File: src/design/spot_centroid_center_of_gravity_defines.svh
// assertion macros used by the spot centroid controller
`ifndef SPOT_CENTROID_CENTER_OF_GRAVITY_DEFINES_SVH
`define SPOT_CENTROID_CENTER_OF_GRAVITY_DEFINES_SVH

// same-cycle implication, disabled while reset is low
`define SCOG_ASSERT_NOW(label, clk, rst_n, ante, cons) \
    label: assert property (@(posedge clk) disable iff (!rst_n) (ante) |-> (cons)) \
        else $error("scog assertion failed");

// next-cycle implication, disabled while reset is low
`define SCOG_ASSERT_NEXT(label, clk, rst_n, ante, cons) \
    label: assert property (@(posedge clk) disable iff (!rst_n) (ante) |=> (cons)) \
        else $error("scog assertion failed");

`endif

File: src/design/scog_pkg.sv
`default_nettype none

package scog_pkg;

    // sizing of the region and the pixel
    localparam int MAX_SIDE   = 1024;
    localparam int PIXEL_BITS = 16;
    localparam int FRAC_BITS  = 8;

    // port widths
    localparam int PIX_W      = 16;
    localparam int THR_W      = 16;
    localparam int DIM_W      = 11;
    localparam int CENT_W     = 18;
    localparam int PEAK_W     = 16;
    localparam int FLUX_OUT_W = 36;
    localparam int CFG_IDX_W  = 2;
    localparam int CFG_DATA_W = 16;

    // internal widths
    localparam int SIDE_W  = $clog2(MAX_SIDE);
    localparam int FLUX_W  = PIXEL_BITS + 2 * SIDE_W;
    localparam int WSUM_W  = FLUX_W + SIDE_W;
    localparam int QUO_W   = SIDE_W + FRAC_BITS + 1;
    localparam int NUM_W   = WSUM_W + FRAC_BITS;
    localparam int STEP_W  = $clog2(QUO_W + 1);

    // saturation limits of the result fields
    localparam int          CENT_MAX = (1 << CENT_W) - 1;
    localparam logic [63:0] FLUX_MAX = (64'd1 << FLUX_OUT_W) - 64'd1;

    // register indexes
    localparam logic [CFG_IDX_W-1:0] REG_THRESHOLD  = CFG_IDX_W'(0);
    localparam logic [CFG_IDX_W-1:0] REG_ROI_WIDTH  = CFG_IDX_W'(1);
    localparam logic [CFG_IDX_W-1:0] REG_ROI_HEIGHT = CFG_IDX_W'(2);

    // register reset values
    localparam logic [THR_W-1:0] THRESHOLD_RST = '0;
    localparam logic [DIM_W-1:0] ROI_WIDTH_RST  = DIM_W'(64);
    localparam logic [DIM_W-1:0] ROI_HEIGHT_RST = DIM_W'(64);

    // active configuration, sides already clamped to 1..MAX_SIDE
    typedef struct packed {
        logic [THR_W-1:0]  threshold;
        logic [SIDE_W:0]   roi_w;
        logic [SIDE_W:0]   roi_h;
    } t_cfg;

    // controller to datapath
    typedef struct packed {
        logic accum;
        logic div_start;
        logic div_sel_y;
        logic store_x;
        logic load_out;
    } t_dp_cmd;

    // datapath to controller
    typedef struct packed {
        logic last;
        logic flux_zero;
        logic div_done;
    } t_dp_stat;

    // zero reads as one, anything above MAX_SIDE as MAX_SIDE
    function automatic logic [SIDE_W:0] clamp_side(input logic [DIM_W-1:0] s);
        logic [SIDE_W:0] r;
        if (s == '0) begin
            r = (SIDE_W+1)'(1);
        end else if (32'(s) > 32'(MAX_SIDE)) begin
            r = (SIDE_W+1)'(MAX_SIDE);
        end else begin
            r = (SIDE_W+1)'(s);
        end
        return r;
    endfunction

endpackage

`default_nettype wire

File: src/design/scog_regs.sv
`default_nettype none

module scog_regs (
    input  logic                             i_clk,
    input  logic                             i_rst_n,
    input  logic                             i_cfg_valid,
    input  logic [scog_pkg::CFG_IDX_W-1:0]   i_cfg_index,
    input  logic [scog_pkg::CFG_DATA_W-1:0]  i_cfg_data,
    output scog_pkg::t_cfg                   o_cfg
);
    import scog_pkg::*;

    logic [THR_W-1:0] r_threshold;
    logic [DIM_W-1:0] r_roi_width;
    logic [DIM_W-1:0] r_roi_height;

    // register writes
    always_ff @(posedge i_clk) begin
        if (!i_rst_n) begin
            r_threshold  <= THRESHOLD_RST;
            r_roi_width  <= ROI_WIDTH_RST;
            r_roi_height <= ROI_HEIGHT_RST;
        end else if (i_cfg_valid) begin
            case (i_cfg_index)
                REG_THRESHOLD:  r_threshold  <= i_cfg_data[THR_W-1:0];
                REG_ROI_WIDTH:  r_roi_width  <= i_cfg_data[DIM_W-1:0];
                REG_ROI_HEIGHT: r_roi_height <= i_cfg_data[DIM_W-1:0];
                default: ;
            endcase
        end
    end

    // clamped view used by the datapath
    assign o_cfg.threshold = r_threshold;
    assign o_cfg.roi_w     = clamp_side(r_roi_width);
    assign o_cfg.roi_h     = clamp_side(r_roi_height);

endmodule

`default_nettype wire

File: src/design/scog_div.sv
`default_nettype none

module scog_div (
    input  logic                         i_clk,
    input  logic                         i_rst_n,
    input  logic                         i_start,
    input  logic [scog_pkg::NUM_W-1:0]   i_num,
    input  logic [scog_pkg::FLUX_W-1:0]  i_den,
    output logic                         o_done,
    output logic [scog_pkg::QUO_W-1:0]   o_quo
);
    import scog_pkg::*;

    logic                r_busy;
    logic                r_done;
    logic [STEP_W-1:0]   r_step;
    logic [FLUX_W-1:0]   r_rem;
    logic [FLUX_W-1:0]   r_den;
    logic [QUO_W-1:0]    r_nlo;
    logic [QUO_W-1:0]    r_quo;
    logic [FLUX_W:0]     trial;
    logic [FLUX_W:0]     diff;
    logic                ge;

    // one restoring step: bring down the next numerator bit
    always_comb begin
        trial = {r_rem, r_nlo[QUO_W-1]};
        diff  = trial - {1'b0, r_den};
        ge    = (trial >= {1'b0, r_den});
    end

    // step control
    always_ff @(posedge i_clk) begin
        if (!i_rst_n) begin
            r_busy <= 1'b0;
            r_done <= 1'b0;
            r_step <= '0;
        end else begin
            r_done <= r_busy && (r_step == STEP_W'(1));
            if (i_start) begin
                r_busy <= 1'b1;
                r_step <= STEP_W'(QUO_W);
            end else if (r_busy) begin
                r_step <= r_step - STEP_W'(1);
                if (r_step == STEP_W'(1)) begin
                    r_busy <= 1'b0;
                end
            end
        end
    end

    // remainder and quotient; the upper numerator part is below the divisor
    always_ff @(posedge i_clk) begin
        if (i_start) begin
            r_rem <= FLUX_W'(i_num[NUM_W-1:QUO_W]);
            r_nlo <= i_num[QUO_W-1:0];
            r_den <= i_den;
            r_quo <= '0;
        end else if (r_busy) begin
            r_rem <= ge ? diff[FLUX_W-1:0] : trial[FLUX_W-1:0];
            r_nlo <= {r_nlo[QUO_W-2:0], 1'b0};
            r_quo <= {r_quo[QUO_W-2:0], ge};
        end
    end

    assign o_done = r_done;
    assign o_quo  = r_quo;

endmodule

`default_nettype wire

File: src/design/scog_dp.sv
`default_nettype none

module scog_dp (
    input  logic                             i_clk,
    input  logic                             i_rst_n,
    input  scog_pkg::t_cfg                   i_cfg,
    input  scog_pkg::t_dp_cmd                i_cmd,
    output scog_pkg::t_dp_stat               o_stat,
    input  logic [scog_pkg::PIX_W-1:0]       i_pixel,
    input  logic                             i_frame_first,
    output logic [scog_pkg::CENT_W-1:0]      o_centroid_x,
    output logic [scog_pkg::CENT_W-1:0]      o_centroid_y,
    output logic                             o_spot_valid,
    output logic [scog_pkg::PEAK_W-1:0]      o_peak_level,
    output logic [scog_pkg::FLUX_OUT_W-1:0]  o_total_flux
);
    import scog_pkg::*;

    localparam int PROD_W = SIDE_W + PIXEL_BITS;

    logic [SIDE_W-1:0]      r_col;
    logic [SIDE_W-1:0]      r_row;
    logic [WSUM_W-1:0]      r_wsum_x;
    logic [WSUM_W-1:0]      r_wsum_y;
    logic [FLUX_W-1:0]      r_flux;
    logic [PIXEL_BITS-1:0]  r_peak;
    logic [CENT_W-1:0]      r_cx;

    logic [CENT_W-1:0]      r_out_cx;
    logic [CENT_W-1:0]      r_out_cy;
    logic                   r_out_valid_flag;
    logic [PEAK_W-1:0]      r_out_peak;
    logic [FLUX_OUT_W-1:0]  r_out_flux;

    logic [PIXEL_BITS-1:0]  pix_v;
    logic [PIXEL_BITS-1:0]  kept;
    logic [SIDE_W-1:0]      col_now;
    logic [SIDE_W-1:0]      row_now;
    logic [SIDE_W:0]        col_inc;
    logic [SIDE_W:0]        row_inc;
    logic                   col_wrap;
    logic                   row_wrap;
    logic [WSUM_W-1:0]      base_x;
    logic [WSUM_W-1:0]      base_y;
    logic [FLUX_W-1:0]      base_flux;
    logic [PIXEL_BITS-1:0]  base_peak;
    logic [PROD_W-1:0]      prod_x;
    logic [PROD_W-1:0]      prod_y;
    logic [WSUM_W-1:0]      n_wsum_x;
    logic [WSUM_W-1:0]      n_wsum_y;
    logic [FLUX_W-1:0]      n_flux;
    logic [PIXEL_BITS-1:0]  n_peak;

    logic [NUM_W-1:0]       div_num;
    logic [QUO_W-1:0]       div_quo;
    logic                   div_done;
    logic [CENT_W-1:0]      quo_sat;
    logic [FLUX_OUT_W-1:0]  flux_sat;
    logic                   flux_zero;

    // threshold to zero
    always_comb begin
        pix_v = i_pixel[PIXEL_BITS-1:0];
        kept  = (THR_W'(pix_v) > i_cfg.threshold) ? pix_v : '0;
    end

    // frame start restarts position and sums
    always_comb begin
        col_now   = i_frame_first ? '0 : r_col;
        row_now   = i_frame_first ? '0 : r_row;
        base_x    = i_frame_first ? '0 : r_wsum_x;
        base_y    = i_frame_first ? '0 : r_wsum_y;
        base_flux = i_frame_first ? '0 : r_flux;
        base_peak = i_frame_first ? '0 : r_peak;
    end

    // raster position and end of region
    always_comb begin
        col_inc  = {1'b0, col_now} + (SIDE_W+1)'(1);
        row_inc  = {1'b0, row_now} + (SIDE_W+1)'(1);
        col_wrap = (col_inc >= i_cfg.roi_w);
        row_wrap = (row_inc >= i_cfg.roi_h);
    end

    // weighted and plain accumulation
    always_comb begin
        prod_x   = PROD_W'(col_now) * PROD_W'(kept);
        prod_y   = PROD_W'(row_now) * PROD_W'(kept);
        n_wsum_x = base_x + WSUM_W'(prod_x);
        n_wsum_y = base_y + WSUM_W'(prod_y);
        n_flux   = base_flux + FLUX_W'(kept);
        n_peak   = (kept > base_peak) ? kept : base_peak;
    end

    // accumulator state; held after the last pixel until the result is loaded
    always_ff @(posedge i_clk) begin
        if (!i_rst_n) begin
            r_col    <= '0;
            r_row    <= '0;
            r_wsum_x <= '0;
            r_wsum_y <= '0;
            r_flux   <= '0;
            r_peak   <= '0;
        end else if (i_cmd.accum) begin
            r_col    <= col_wrap ? '0 : col_inc[SIDE_W-1:0];
            r_row    <= col_wrap ? (row_wrap ? '0 : row_inc[SIDE_W-1:0]) : row_now;
            r_wsum_x <= n_wsum_x;
            r_wsum_y <= n_wsum_y;
            r_flux   <= n_flux;
            r_peak   <= n_peak;
        end else if (i_cmd.load_out) begin
            r_wsum_x <= '0;
            r_wsum_y <= '0;
            r_flux   <= '0;
            r_peak   <= '0;
        end
    end

    // rounded quotient: (sum << frac + flux / 2) / flux
    assign div_num = (NUM_W'(i_cmd.div_sel_y ? r_wsum_y : r_wsum_x) << FRAC_BITS)
                   + NUM_W'(r_flux >> 1);

    scog_div u_div (
        .i_clk   (i_clk),
        .i_rst_n (i_rst_n),
        .i_start (i_cmd.div_start),
        .i_num   (div_num),
        .i_den   (r_flux),
        .o_done  (div_done),
        .o_quo   (div_quo)
    );

    // saturation to the field widths
    always_comb begin
        flux_zero = (r_flux == '0);
        quo_sat   = (32'(div_quo) > 32'(CENT_MAX)) ? CENT_W'(CENT_MAX) : CENT_W'(div_quo);
        flux_sat  = (64'(r_flux) > FLUX_MAX) ? FLUX_OUT_W'(FLUX_MAX) : FLUX_OUT_W'(r_flux);
    end

    // result registers
    always_ff @(posedge i_clk) begin
        if (i_cmd.store_x) begin
            r_cx <= quo_sat;
        end
        if (i_cmd.load_out) begin
            r_out_cx         <= flux_zero ? '0 : r_cx;
            r_out_cy         <= flux_zero ? '0 : quo_sat;
            r_out_valid_flag <= !flux_zero;
            r_out_peak       <= flux_zero ? '0 : PEAK_W'(r_peak);
            r_out_flux       <= flux_zero ? '0 : flux_sat;
        end
    end

    assign o_stat.last      = col_wrap && row_wrap;
    assign o_stat.flux_zero = flux_zero;
    assign o_stat.div_done  = div_done;

    assign o_centroid_x = r_out_cx;
    assign o_centroid_y = r_out_cy;
    assign o_spot_valid = r_out_valid_flag;
    assign o_peak_level = r_out_peak;
    assign o_total_flux = r_out_flux;

endmodule

`default_nettype wire

File: src/design/scog_ctrl.sv
`default_nettype none

`include "spot_centroid_center_of_gravity_defines.svh"

module scog_ctrl (
    input  logic                 i_clk,
    input  logic                 i_rst_n,
    input  logic                 i_in_valid,
    output logic                 o_in_ready,
    output logic                 o_out_valid,
    input  logic                 i_out_ready,
    input  scog_pkg::t_dp_stat   i_stat,
    output scog_pkg::t_dp_cmd    o_cmd
);
    import scog_pkg::*;

    typedef enum logic [2:0] {
        S_ACCUM,
        S_CHECK,
        S_DIVX,
        S_DIVY,
        S_LOAD
    } t_state;

    t_state r_state;
    t_state n_state;
    logic   r_out_valid;
    logic   n_out_valid;
    logic   in_ready;
    logic   load_ok;
    logic   dividing;

    // commands and next state
    always_comb begin
        n_state   = r_state;
        in_ready  = 1'b0;
        load_ok   = !r_out_valid || i_out_ready;
        o_cmd     = '0;
        case (r_state)
            S_ACCUM: begin
                in_ready    = 1'b1;
                o_cmd.accum = i_in_valid;
                if (i_in_valid && i_stat.last) begin
                    n_state = S_CHECK;
                end
            end
            S_CHECK: begin
                if (i_stat.flux_zero) begin
                    n_state = S_LOAD;
                end else begin
                    o_cmd.div_start = 1'b1;
                    n_state         = S_DIVX;
                end
            end
            S_DIVX: begin
                if (i_stat.div_done) begin
                    o_cmd.store_x   = 1'b1;
                    o_cmd.div_start = 1'b1;
                    o_cmd.div_sel_y = 1'b1;
                    n_state         = S_DIVY;
                end
            end
            S_DIVY: begin
                o_cmd.div_sel_y = 1'b1;
                if (i_stat.div_done) begin
                    n_state = S_LOAD;
                end
            end
            S_LOAD: begin
                o_cmd.div_sel_y = 1'b1;
                if (load_ok) begin
                    o_cmd.load_out = 1'b1;
                    n_state        = S_ACCUM;
                end
            end
            default: begin
                n_state = S_ACCUM;
            end
        endcase
    end

    // output valid: set on load, cleared when taken
    always_comb begin
        n_out_valid = r_out_valid;
        if (o_cmd.load_out) begin
            n_out_valid = 1'b1;
        end else if (i_out_ready) begin
            n_out_valid = 1'b0;
        end
    end

    // state and registered outputs
    always_ff @(posedge i_clk) begin
        if (!i_rst_n) begin
            r_state     <= S_ACCUM;
            r_out_valid <= 1'b0;
        end else begin
            r_state     <= n_state;
            r_out_valid <= n_out_valid;
        end
    end

    assign o_in_ready  = in_ready;
    assign o_out_valid = r_out_valid;

    // either division in progress
    assign dividing = (r_state == S_DIVX) || (r_state == S_DIVY);

    // checks
    `SCOG_ASSERT_NOW(a_load_room, i_clk, i_rst_n, o_cmd.load_out, !r_out_valid || i_out_ready)
    `SCOG_ASSERT_NOW(a_done_when_waiting, i_clk, i_rst_n, i_stat.div_done, dividing)
    `SCOG_ASSERT_NOW(a_div_nonzero_flux, i_clk, i_rst_n, dividing, !i_stat.flux_zero)
    `SCOG_ASSERT_NEXT(a_last_to_check, i_clk, i_rst_n, o_cmd.accum && i_stat.last, r_state == S_CHECK)

endmodule

`default_nettype wire

File: src/design/spot_centroid_center_of_gravity.sv
`default_nettype none

// channel   | direction | handshake                   | payload
// ----------+-----------+-----------------------------+---------------------------------
// pixel in  | input     | i_in_valid / o_in_ready     | i_pixel, i_frame_first
// result    | output    | o_out_valid / i_out_ready   | o_centroid_x/y, o_spot_valid,
//           |           |                             | o_peak_level, o_total_flux
// config    | input     | i_cfg_valid / o_cfg_ready   | i_cfg_index, i_cfg_data
//
// pixels are taken one per cycle while a region is being summed
// after the last pixel of a region: a check state, then two serial divisions of QUO_W (19)
// restoring steps each on the shared divider, then a load state that waits for room in the
// output register; no pixel is taken meanwhile (the divisions are skipped if flux is zero)
// a result waiting in the output register does not block the next region's pixels
// synchronous active-low reset clears sums, position and registers to defaults

module spot_centroid_center_of_gravity (
    input  logic                             i_clk,
    input  logic                             i_rst_n,
    input  logic                             i_in_valid,
    output logic                             o_in_ready,
    input  logic [scog_pkg::PIX_W-1:0]       i_pixel,
    input  logic                             i_frame_first,
    output logic                             o_out_valid,
    input  logic                             i_out_ready,
    output logic [scog_pkg::CENT_W-1:0]      o_centroid_x,
    output logic [scog_pkg::CENT_W-1:0]      o_centroid_y,
    output logic                             o_spot_valid,
    output logic [scog_pkg::PEAK_W-1:0]      o_peak_level,
    output logic [scog_pkg::FLUX_OUT_W-1:0]  o_total_flux,
    input  logic                             i_cfg_valid,
    output logic                             o_cfg_ready,
    input  logic [scog_pkg::CFG_IDX_W-1:0]   i_cfg_index,
    input  logic [scog_pkg::CFG_DATA_W-1:0]  i_cfg_data
);
    import scog_pkg::*;

    t_cfg     cfg;
    t_dp_cmd  cmd;
    t_dp_stat stat;

    // register writes are always accepted
    assign o_cfg_ready = 1'b1;

    scog_regs u_regs (
        .i_clk       (i_clk),
        .i_rst_n     (i_rst_n),
        .i_cfg_valid (i_cfg_valid),
        .i_cfg_index (i_cfg_index),
        .i_cfg_data  (i_cfg_data),
        .o_cfg       (cfg)
    );

    scog_dp u_dp (
        .i_clk         (i_clk),
        .i_rst_n       (i_rst_n),
        .i_cfg         (cfg),
        .i_cmd         (cmd),
        .o_stat        (stat),
        .i_pixel       (i_pixel),
        .i_frame_first (i_frame_first),
        .o_centroid_x  (o_centroid_x),
        .o_centroid_y  (o_centroid_y),
        .o_spot_valid  (o_spot_valid),
        .o_peak_level  (o_peak_level),
        .o_total_flux  (o_total_flux)
    );

    scog_ctrl u_ctrl (
        .i_clk       (i_clk),
        .i_rst_n     (i_rst_n),
        .i_in_valid  (i_in_valid),
        .o_in_ready  (o_in_ready),
        .o_out_valid (o_out_valid),
        .i_out_ready (i_out_ready),
        .i_stat      (stat),
        .o_cmd       (cmd)
    );

endmodule

`default_nettype wire

File: config.mk
export PLATFORM = sky130hd
export DESIGN_NAME = spot_centroid_center_of_gravity
export DESIGN_NICKNAME = d
export VERILOG_FILES = /design/src/design/scog_pkg.sv /design/src/design/scog_regs.sv /design/src/design/scog_div.sv /design/src/design/scog_dp.sv /design/src/design/scog_ctrl.sv /design/src/design/spot_centroid_center_of_gravity.sv
export VERILOG_INCLUDE_DIRS = /design/src /design/src/design
export SDC_FILE = /design/constraint.sdc
export NUM_CORES = 2
export LEC_CHECK = 0
export ABC_CLOCK_PERIOD_IN_PS = 12500
export BUFFER_PORTS_ARGS = -buffer_cell sky130_fd_sc_hd__buf_2
export CORE_MARGIN = 3
export CORE_UTILIZATION = 25
export CTS_CLUSTER_DIAMETER = 200
export CTS_CLUSTER_SIZE = 30
export DETAILED_ROUTE_END_ITERATION = 16
export GPL_ROUTABILITY_DRIVEN = 1
export SLEW_MARGIN = 25
export SYNTH_ARGS = -nofsm -noshare
export SYNTH_HDL_FRONTEND = slang
export SYNTH_SLANG_ARGS = --single-unit
File: constraint.sdc
create_clock -name i_clk -period 12.5 [get_ports i_clk]
set_input_delay 1.875 -clock i_clk [delete_from_list [all_inputs] [get_ports i_clk]]
set_output_delay 1.875 -clock i_clk [all_outputs]
set_load 0.1 [all_outputs]
==> flow_summary.toml <==
[yosys]
synth_compound_area_share_pct = 14.6
ys_ff_latch = 430
async_flop_share_pct = 0
synthFlopType = "dfxtp_1"
synth_area_um2 = 36600
synth_cell_type_count = 100
synth_top_family_by_area = "adder cells"
synth-adder-area-share_pct = 24.2
synth_area_leaders = "edfxtp_1 (16%), fa_1 (15%), dfxtp_1 (13%)"
syn_area_per_cell_um2 = 8.77
netlist_instances = 4172
yosys_warnings = 0
synth_top_area_cell = "edfxtp_1"
yosys.area.top_type_share_pct = 16.2
ys_seq_area_share_pct = 28.9
synth.area.mux_share_pct = 2.44
syn_nets = 4756
synthSimpleGateAreaFrac_pct = 18.6
synth-xor-area-share_pct = 3.66
synth-edff-count = 197

[timing]
final_hold_viol_count = 0
fin_tns_setup_ps = 0
finalCritPeriodShare_pct = 81.9
finalWorstSetupSlack_ps = 2260
finalMaxSlewViolations = 0
min_period_ps = 10240
max_freq_ghz = 0.0977
fin_skew_ps = 65.1
rsz0062_at_grt = "false"
final-setup-viol-count = 0
tightestPinTransition_ps = 1100
relSlewSlack_pct = 26.3

[cells_and_area]
final_util_pct = 27.4
fin_cells = 6052
fillers = 15400
syn_to_final_growth_pct = 8.23
nets = 4722
n_antenna_cell = 0
layout-drive-gt1-share_pct = 7.40

[clock_tree]
cts_root_buf = "clkbuf_16"
cts_tree = "yes"
cts_setup_buffers = 0
clkLatencyLatePin_ps = 630
htree_levels = 1
clk_pin_slew_ps = 130
cts_buffer_depth = 3
post_cts_resized = 0
cts_buffers = 18
cts_hold_buf = 0
cts.sinks = 430

[drt]
dr.pass1.iters = 5
via_count = 29700
drc = 0
wl_per_cell_um = 18.9
drt_iter0_drc = 2468
avgViaCountPerCell = 4.91
antenna_left = 0
wl_mm = 114

[min_path]
worstHoldStart = "u_regs.r_threshold[6]"
hold_path_class = "reg2reg"

[power]
p_sw_share_pct = 29.5
cellInternalPower_uw = 1870
p_seq_share_pct = 56.7
switchingPower_uw = 785
peakVddDrop_mv = 0.0750
clkPwrFrac_pct = 29.6
fin_total_pwr_uw = 2660
combinationalPowerShare_pct = 13.6
powerDensity_nw_per_um2 = 67.1
power_leakage_uw = 0.0171

[critical_path]
slowest_delay_ps = 900
crit_type = "in2reg"
cp.required_ps = 13010
crit_top_cell = "fa_1"
critPathCaptureType = "flip-flop"
start_kind = "primary input"
arrival_ps = 10750
crit_fanout = 16
cpMaxStageDelayCell = "clkinv_1"
startpoint = "i_pixel[1]"
rr_startpoint = "u_regs.r_threshold[1]"

[outcome]
status = "finished, final reports clean"

[global_routing]
antenna_found_initial = 3
grt_start_max_net_pins = 71
grt_pass1_wl_mm = 175
grt_use_total_pct = 14.6
overflow = 0
grt_pass1_vias = 28900

[die]
die_area_um2 = 151000
fp.dieW_um = 389
fp.dieH_um = 389
rows = 139
top_level_ports = 132
core_region_area_um2 = 145000
initial_utilization_pct = 25.3

[placed_design]
gp_congestion = 0.917
place_hpwl_mm = 86.1
dp.cells = 6021
pre_cts_ws_ps = 1740
place.port_buffers = 130

[run]
maxCapViolCount = 0
[cells in the final DEF, fill, tap and decap left out, types with 26 or more instances in the layout]
cell	netlist	routed
o21ai_0	130	130
nor2_1	329	326
xor2_1	63	63
nand3_1	86	86
or2_2	31	31
o22ai_1	26	26
o21a_1	26	26
a21o_1	93	93
a21oi_1	210	210
ha_1	269	269
and3_1	39	39
nand4_1	51	51
a31oi_1	29	29
xnor2_1	90	90
buf_4	3	47
dfxtp_1	233	233
edfxtp_1	197	197
nor2b_1	167	163
fa_1	275	275
a22oi_1	47	47
inv_1	463	462
buf_2	39	129
o211ai_1	36	36
mux2i_1	87	87
nand2_1	603	603
[flip-flops by register name, summed over array words and instances, names as in the netlist, 3 cells and up]
signal and flops:
u_regs.r_threshold 16, u_dp.o_centroid_x 18, u_dp.r_row 10, u_dp.u_div.o_quo 19
u_dp.o_total_flux 36, u_regs.r_roi_width 11, u_dp.r_wsum_y 46, u_dp.flux_sat 36
u_dp.u_div.r_step 5, u_dp.o_centroid_y 18, u_dp.u_div.r_rem 36, u_ctrl.r_state 3
u_dp.r_col 10, u_dp.r_peak 16, u_dp.u_div.r_den 36, u_dp.r_wsum_x 46
u_dp.u_div.r_nlo 19, u_regs.r_roi_height 11, u_dp.r_cx 18, u_dp.o_peak_level 16
[through the flow]
stage / hold WS [ps] / cell area [µm²]
floorplan: 436 / 36600
global placement: 445 / 39100
detailed placement: 448 / 39100
CTS: 466 / 39600
global route: 488 / 39600
finish: 464 / 39600
[path summary, 6_finish.rpt]
kind                                              end  slack, ps  depth (start not counted)
worst max-delay path                u_dp.r_wsum_y[45]       2260                         29
worst min-delay path            u_regs.r_threshold[6]        460                          2
worst max register to register      u_dp.r_wsum_y[45]       3260                         29
worst min register to register  u_regs.r_threshold[6]        460                          2
[metal layers]
metal	global-route usage (%)	routed length [µm]
met5	0	23
met4	3.40	3030
met3	2.30	8040
met2	22.6	49000
met1	21.3	54300
[final cells by class]
type | count | area [µm²] | share of cell area (%)
clock buffer | 29 | 492 | 1.24
clock inverter | 2 | 36.3 | 0.0916
inverter | 474 | 1780 | 4.50
multi-input combinational | 3038 | 23300 | 58.9
sequential | 430 | 10600 | 26.7
tap | 1903 | 2380 | 6.01
timing repair buffer | 176 | 998 | 2.52
[synthesized netlist by cell type, types with 20 or more instances]
cell type,n
o21ai_0,130
a21oi_1,210
inv_1,463
nand2_1,603
a31oi_1,29
or2_2,31
buf_2,39
and3_1,39
o21a_1,26
a22oi_1,47
ha_1,269
o211ai_1,36
fa_1,275
or3_1,20
mux2i_1,87
xor2_1,63
nand4_1,51
o22ai_1,26
a211oi_1,22
nor2_1,329
dfxtp_1,233
xnor2_1,90
edfxtp_1,197
nand3_1,86
clkbuf_1,172
nor2b_1,167
nor3_1,23
a21o_1,93
o21ai_1,20
[worst max-delay path, delay by kind of cell]
| family | cells | cell delay, ps |
|---|---|---|
| compound gates | 12 | 3310 |
| fa+ha+maj | 7 | 3170 |
| buf+inv | 6 | 1270 |
| simple gates | 4 | 1110 |
[cells by family after synthesis]
| kind of cell | count (synthesis) |
|---|---|
| compound gates | 793 |
| xor+xnor | 153 |
| fa+ha+maj | 544 |
| buf+inv | 704 |
| flops | 430 |
| mux | 89 |
| other cells | 1 |
| simple gates | 1458 |
[power groups by stage]
stage / Sequential [µW] / Clock [µW] / Combinational (µW)
finish: 1510 / 788 / 362
global route: 1510 / 846 / 393
CTS: 1510 / 808 / 360
detailed placement: 1540 / 0 / 359
global placement: 1540 / 0 / 355
floorplan: 1530 / 0 / 235
Power figures use the tool's default switching activity.
